`config.mk`:
```
export PLATFORM = sky130hd
export DESIGN_NAME = arp_address_table
export DESIGN_NICKNAME = d
export VERILOG_FILES = /design/src/sv/arpt_pkg.sv /design/src/sv/arp_address_table.sv /design/src/sv/arpt_cell.sv
export SDC_FILE = /design/constraint.sdc
export NUM_CORES = 2
export LEC_CHECK = 0
export BUFFER_PORTS_ARGS = -buffer_cell sky130_fd_sc_hd__buf_2
export CAP_MARGIN = 40
export CORE_MARGIN = 1
export CORE_UTILIZATION = 30
export CTS_CLUSTER_DIAMETER = 30
export DETAILED_ROUTE_END_ITERATION = 8
export PLACE_DENSITY = 0.47
export RECOVER_POWER = 50
export SETUP_SLACK_MARGIN = 0.02
export SYNTH_ARGS = -nofsm -noshare
export SYNTH_HDL_FRONTEND = slang
export SYNTH_SLANG_ARGS = --single-unit
```
`constraint.sdc`:
```
create_clock -name aclk -period 5.2 [get_ports aclk]
set_input_delay 0.78 -clock aclk [delete_from_list [all_inputs] [get_ports aclk]]
set_output_delay 0.78 -clock aclk [all_outputs]
set_load 0.05 [all_outputs]
```
`src/sv/arpt_pkg.sv`:
```
// Package for the ARP address table: field widths, command codes and the search word type.
`default_nettype none
package arpt_pkg;

    localparam int MAC_W       = 48;
    localparam int IP_W        = 32;
    localparam int CMD_W       = 2;
    localparam int S_TDATA_W   = 80;
    localparam int S_TUSER_W   = 8;
    localparam int M_TDATA_W   = 80;
    localparam int M_TUSER_W   = 8;

    localparam logic [CMD_W-1:0] CMD_UPDATE     = 2'd0;
    localparam logic [CMD_W-1:0] CMD_LOOKUP_MAC = 2'd1;
    localparam logic [CMD_W-1:0] CMD_LOOKUP_IP  = 2'd2;

    // Search word that travels down the row of slots, one slot per cycle.
    typedef struct packed {
        logic             valid;
        logic [CMD_W-1:0] cmd;
        logic [MAC_W-1:0] mac;
        logic [IP_W-1:0]  ip;
        logic             found;
        logic [IP_W-1:0]  ip_res;
        logic [MAC_W-1:0] mac_res;
    } token_t;

    // Write of a new pair into one slot.
    typedef struct packed {
        logic             en;
        logic [MAC_W-1:0] mac;
        logic [IP_W-1:0]  ip;
    } slot_wr_t;

endpackage
`default_nettype wire

```
`src/sv/arp_address_table.sv`:
```
// Top level of the ARP address table: input register, row of slots, result stage.
//
// The table pairs 48-bit hardware addresses with 32-bit IPv4 addresses in
// ENTRIES slots that fill in order of arrival. The input stream carries one
// command word: s_tuser holds the command (0 update, 1 look up IP by
// hardware address, 2 look up hardware address by IP), s_tdata the
// hardware address and the IP. The output stream returns one word per
// command with the hit, inserted and table_full flags in m_tuser and the
// found IP and hardware address in m_tdata (zero where not found).
// A command travels down the row of slots one slot per cycle, so the lowest
// matching slot answers first; a new pair is written into the next free slot
// after the word leaves the row. A new word is taken only once the previous
// one has left the row and the holding stage, also while the last result
// still waits on m_tready; a result passes the input register, each slot
// register, the holding stage and the output register. A stalled receiver
// holds the result and then back-pressures the input.
// Reset (aresetn low, synchronous) empties the table by clearing the fill
// count; slot contents are not cleared and are never read at or above the count.
`default_nettype none
module arp_address_table #(
    parameter int ENTRIES = 16
) (
    input  wire logic                           aclk,
    input  wire logic                           aresetn,
    input  wire logic                           s_tvalid,
    output      logic                           s_tready,
    // s_tdata from bit 0: mac_addr[47:0], ip_addr[31:0]
    input  wire logic [arpt_pkg::S_TDATA_W-1:0] s_tdata,
    // s_tuser from bit 0: cmd[1:0], zero fill
    input  wire logic [arpt_pkg::S_TUSER_W-1:0] s_tuser,
    output      logic                           m_tvalid,
    input  wire logic                           m_tready,
    // m_tdata from bit 0: ip_out[31:0], mac_out[47:0]
    output      logic [arpt_pkg::M_TDATA_W-1:0] m_tdata,
    // m_tuser from bit 0: hit, inserted, table_full, zero fill
    output      logic [arpt_pkg::M_TUSER_W-1:0] m_tuser
);
    import arpt_pkg::*;

    localparam int CW = $clog2(ENTRIES + 1);

    token_t          tok [ENTRIES+1];
    token_t          tok0_reg;
    token_t          exit_reg;
    logic            exit_valid_reg;
    logic            inflight_reg;
    logic [CW-1:0]   count_reg;
    logic            m_tvalid_reg;
    logic [M_TDATA_W-1:0] m_tdata_reg;
    logic [M_TUSER_W-1:0] m_tuser_reg;

    logic            accept;
    logic            out_free;
    logic            move;
    logic            is_new;
    logic            has_room;
    logic            ins_fire;
    logic            full_fire;

    // Ready whenever no search is in the row and no finished one waits.
    assign s_tready = !inflight_reg && !exit_valid_reg;
    assign accept   = s_tvalid && s_tready;

    assign out_free  = !m_tvalid_reg || m_tready;
    assign move      = exit_valid_reg && out_free;
    assign is_new    = (exit_reg.cmd == CMD_UPDATE) && !exit_reg.found;
    assign has_room  = count_reg < CW'(ENTRIES);
    assign ins_fire  = move && is_new && has_room;
    assign full_fire = is_new && !has_room;

    // Input register feeding the first slot.
    always_ff @(posedge aclk) begin
        if (!aresetn) begin
            tok0_reg.valid <= 1'b0;
        end else begin
            tok0_reg.valid <= accept;
            if (accept) begin
                tok0_reg.cmd     <= s_tuser[CMD_W-1:0];
                tok0_reg.mac     <= s_tdata[MAC_W-1:0];
                tok0_reg.ip      <= s_tdata[MAC_W+IP_W-1:MAC_W];
                tok0_reg.found   <= 1'b0;
                tok0_reg.ip_res  <= '0;
                tok0_reg.mac_res <= '0;
            end
        end
    end

    assign tok[0] = tok0_reg;

    // The row of slots. Slots below the fill count take part in the search;
    // an insert writes the slot that the count points at.
    for (genvar i = 0; i < ENTRIES; i++) begin : g_slot
        logic     slot_valid;
        slot_wr_t wr;

        assign slot_valid = CW'(i) < count_reg;
        assign wr.en      = ins_fire && (count_reg == CW'(i));
        assign wr.mac     = exit_reg.mac;
        assign wr.ip      = exit_reg.ip;

        arpt_cell u_cell (
            .aclk      (aclk),
            .aresetn   (aresetn),
            .slot_valid(slot_valid),
            .wr        (wr),
            .tok_in    (tok[i]),
            .tok_out   (tok[i+1])
        );
    end

    // Control: one search in flight, then a holding stage before the output.
    always_ff @(posedge aclk) begin
        if (!aresetn) begin
            inflight_reg   <= 1'b0;
            exit_valid_reg <= 1'b0;
            count_reg      <= '0;
            m_tvalid_reg   <= 1'b0;
        end else begin
            if (accept) begin
                inflight_reg <= 1'b1;
            end else if (tok[ENTRIES].valid) begin
                inflight_reg <= 1'b0;
            end

            if (tok[ENTRIES].valid) begin
                exit_valid_reg <= 1'b1;
            end else if (move) begin
                exit_valid_reg <= 1'b0;
            end

            if (ins_fire) begin
                count_reg <= count_reg + CW'(1);
            end

            if (move) begin
                m_tvalid_reg <= 1'b1;
            end else if (m_tready) begin
                m_tvalid_reg <= 1'b0;
            end
        end
    end

    // Payload of the holding and output stages needs no reset.
    always_ff @(posedge aclk) begin
        if (tok[ENTRIES].valid) begin
            exit_reg <= tok[ENTRIES];
        end
        if (move) begin
            m_tdata_reg <= {exit_reg.mac_res, exit_reg.ip_res};
            m_tuser_reg <= {{(M_TUSER_W-3){1'b0}}, full_fire,
                            is_new && has_room, exit_reg.found};
        end
    end

    assign m_tvalid = m_tvalid_reg;
    assign m_tdata  = m_tdata_reg;
    assign m_tuser  = m_tuser_reg;

endmodule
`default_nettype wire

```
`src/sv/arpt_cell.sv`:
```
// One table slot: holds a hardware/IP pair and compares it against the passing search word.
`default_nettype none
module arpt_cell (
    input  wire logic              aclk,
    input  wire logic              aresetn,
    input  wire logic              slot_valid,
    input  wire arpt_pkg::slot_wr_t wr,
    input  wire arpt_pkg::token_t  tok_in,
    output arpt_pkg::token_t       tok_out
);
    import arpt_pkg::*;

    logic [MAC_W-1:0] mac_reg;
    logic [IP_W-1:0]  ip_reg;
    token_t           tok_reg;
    token_t           tok_next;
    logic             match_mac;
    logic             match_ip;
    logic             ovw;

    assign match_mac = slot_valid && (mac_reg == tok_in.mac);
    assign match_ip  = slot_valid && (ip_reg == tok_in.ip);

    // A slot only answers if no lower slot has answered already.
    always_comb begin
        tok_next = tok_in;
        ovw      = 1'b0;
        if (tok_in.valid && !tok_in.found) begin
            unique case (tok_in.cmd)
                CMD_UPDATE: begin
                    if (match_mac) begin
                        tok_next.found = 1'b1;
                        ovw            = 1'b1;
                    end
                end
                CMD_LOOKUP_MAC: begin
                    if (match_mac) begin
                        tok_next.found  = 1'b1;
                        tok_next.ip_res = ip_reg;
                    end
                end
                CMD_LOOKUP_IP: begin
                    if (match_ip) begin
                        tok_next.found   = 1'b1;
                        tok_next.mac_res = mac_reg;
                    end
                end
                default: begin
                end
            endcase
        end
    end

    always_ff @(posedge aclk) begin
        if (wr.en) begin
            mac_reg <= wr.mac;
            ip_reg  <= wr.ip;
        end else if (ovw) begin
            ip_reg <= tok_in.ip;
        end
    end

    always_ff @(posedge aclk) begin
        if (!aresetn) begin
            tok_reg.valid <= 1'b0;
        end else begin
            tok_reg <= tok_next;
        end
    end

    assign tok_out = tok_reg;

endmodule
`default_nettype wire
```
==> flow_summary_export.csv <==
group,metric,value,unit
yosys,synth_cell_types,70,
yosys,synthMostInstantiatedCell,"edfxtp_1",
route,ant_nets,0,
setup_path,r2r-end,"g_slot[8].u_cell.tok_out[53]",
setup_path,critPathLaunchType,"flip-flop",
yosys,syn_inst,8432,
global_routing,overflow,0,
route,wl,409000,um
setup_path,cp_data_arrival_time,5.00,ns
global_routing,grt_max_degree,156,
placed_design,hpwl,299000,um
yosys,ys_seq_area_frac,0.777,
layout,drive_gt1_frac,0.323,
die,die_area,548000,um^2
yosys,ys_top_cells_by_count,"4216 x edfxtp_1, 1611 x mux2_2, 903 x xor2_1",
global_routing,grt_pass1_wl,582000,um
setup_path,cpPeakStageDelay,0.73,ns
global_routing,antenna_found_initial,8,
setup_path,path_cells,"buf_4 -> nor2_2 -> or4b_1 -> or4_4 -> nor4_4 -> nand3_4 -> mux2_4",
timing,slew_headroom,-1.64,
job,drv_cap,60,
setup_path,cp_max_fo,32,
global_routing,gr-usage-all-layers,0.144,
layout,largest_register_ffs,2624,
pwr,power_density,466,nW/um^2
route,num_vias,75800,
outcome,status,"finished, violations left",
setup_path,cp.required,5.99,ns
timing,max_freq,238,MHz
yosys,syn-cell-area,164000,um^2
clock_tree,worstSkewPairLatency,1.07,ns
setup_path,slowest_stage,"dfxtp_1",
clock_tree,cts_sinks,4241,
route,drtPass1Iterations,8,
setup_path,critPathCaptureType,"flip-flop",
placed_design,gp_congestion,0.909,
yosys,synth_edf_count,4216,
clock_tree,cts_tree,"done",
yosys,synth_warnings,0,
timing,fin_crit_sh,0.809,
setup_path,reg2reg_depth,7,
yosys,synth-main-ff-cell,"edfxtp_1",
setup_path,cp-endpoint,"g_slot[8].u_cell.tok_out[53]",
clock_tree,htreeDepth,6,
die,io_pins,182,
yosys,async_reset_ff_frac,0,
yosys,avgSynthCellArea,19.4,um^2
timing,setup_viol,0,
yosys,synthTopCellsByArea,"edfxtp_1 77%, mux2_2 11%, xor2_1 4.8%, xnor2_1 1.7%, nor4_1 0.97%",
layout,finalNonFillerCells,17400,
yosys,synth_top_area_share,0.774,
placed_design,portBuffers,170,
clock_tree,clock_tree.buffer_depth,4,
pwr,vdd_drop_max,307,uV
layout,finalCoreUtilization,0.376,
timing,finalSetupTns,0,ns
yosys,ys_ff_latch,4241,
clock_tree,root_buffer,"clkbuf_16",
setup_path,critPathKind,"flip-flop to flip-flop",
timing,whs,0.133,ns
global_routing,grt_pass1_vias,79900,
die,die_y,740,um
placed_design,post-place-ws,1.05,ns
timing,drv_slew,2501,
placed_design,place_inst,15800,
die,core,542000,um^2
outcome,violations,"capacitance limit, slew limit",
timing,min_period,4.21,ns
timing,worst_slack,0.995,ns
layout,final_area,204000,um^2
placed_design,place_area,175000,um^2
route,drt_iter0_drc,5569,
route,avgRoutedWirePerCell,23.5,um
die,floorplan.initialDensity,0.302,
setup_path,regToRegStartpoint,"count_reg[4]",
timing,rsz0062_at_grt,"false",
setup_path,r2r_slack,0.99,ns
layout,nets,9592,
timing,finalHoldViolCount,0,
yosys,synth_area_leader_cell,"edfxtp_1",
setup_path,critical_path.startpoint,"count_reg[4]",
route,routed_via_density,4.35,
timing,finalClockSkew,0.0434,ns
pwr,finalPower,94.9,mW
pwr,p_leak,68.6,nW
clock_tree,clk_pin_slew,0.05,ns
route,drc,0,
worst_hold_path,hold_class,"input port to flip-flop",
timing,worstMarginPinSlew,3.96,ns
die,row_count,270,
clock_tree,cts_inserted_buffers,813,
layout,area_delta_synth_final,24.5,%
die,dieWidth,740,um
clock_tree,cts_resized,0,
[per-layer routing]
metal  vias up  track usage  routed length [um]
met1     37800        0.209              198000
met3       761       0.0233               18300
met5         -            0                  13
li1      35200            -                   -
met2      1994        0.214              175000
met4         2       0.0615               18000
[how the worst min path moves through the flow]
stage,start,end,slack (ns),cells after the start
after floorplan,g_slot[15].u_cell.tok_out[0],exit_reg[0],0.40,0
after global routing,m_tready,m_tvalid,0.09,3
after global placement,g_slot[15].u_cell.tok_out[141],exit_reg[141],0.40,0
after CTS,m_tready,m_tvalid,0.005,3
final,m_tready,m_tvalid,0.13,3
after detailed placement,g_slot[15].u_cell.tok_out[162],exit_reg[162],0.40,0
[layout by cell type, fill, tap and decap left out, types with 11 or more instances in the layout]
| cell | count |
|---|---|
| a21oi_1 | 14 |
| and2_1 | 91 |
| buf_12 | 24 |
| buf_2 | 125 |
| buf_4 | 115 |
| bufinv_16 | 130 |
| clkbuf_1 | 226 |
| clkbuf_16 | 814 |
| clkinv_1 | 107 |
| clkinv_16 | 11 |
| clkinv_2 | 111 |
| clkinv_4 | 46 |
| clkinv_8 | 21 |
| clkinvlp_4 | 106 |
| dfxtp_1 | 25 |
| diode_2 | 28 |
| dlygate4sd3_1 | 83 |
| edfxtp_1 | 4216 |
| inv_1 | 59 |
| inv_16 | 13 |
| inv_6 | 46 |
| mux2_2 | 1611 |
| mux2_4 | 30 |
| nand2_1 | 240 |
| nand2b_1 | 29 |
| nand3_1 | 34 |
| nand4_1 | 120 |
| nand4b_1 | 12 |
| nor2_1 | 18 |
| nor2b_1 | 18 |
| nor3_1 | 25 |
| nor4_1 | 243 |
| nor4_2 | 12 |
| xnor2_1 | 321 |
| xor2_1 | 903 |
[cell families after synthesis]
logic type                 after synthesis  synth area share
adders and majority gates                3          0.000229
muxes                                 1647             0.114
DFF                                   4241             0.777
AOI/OAI and AO/OA                       92           0.00421
and+or+nand+nor                        924            0.0316
buffers and inverters                  300           0.00749
xor gates and xnor gates              1224            0.0655
other                                    1         0.0000229
[worst max-delay path: cells and delay by family, from the launching register on]
| family | cells | cell delay, ns |
|---|---|---|
| DFF | 1 | 0.73 |
| buffers and inverters | 1 | 0.32 |
| and+or+nand+nor | 5 | 2.36 |
| muxes | 1 | 0.50 |
[power by group]
group          internal, mW  total (mW)  switching, mW  leakage [nW]
Clock                  35.3        53.2           17.9          13.5
Sequential             39.0        39.8          0.782          40.3
Combinational         0.793        1.90           1.10          14.9
Total                  75.1        94.9           19.8          68.6
[area by class of cell]
cell class / instances / area (um^2)
fill: 49600 / 338000
sequential: 4241 / 127000
multi-input combinational: 3895 / 35600
clock buffer: 924 / 20800
tap: 7208 / 9020
clock inverter: 597 / 7460
timing repair buffer: 481 / 3390
inverter: 65 / 244
antenna: 28 / 70.1
[repair_timing]
| action | CTS | global route |
|---|---|---|
| hold buffers | 83 | 0 |
| endpoints found under the hold margin | 83 | 0 |
| setup buffers | 0 | 0 |
Power figures use the tool's default switching activity.
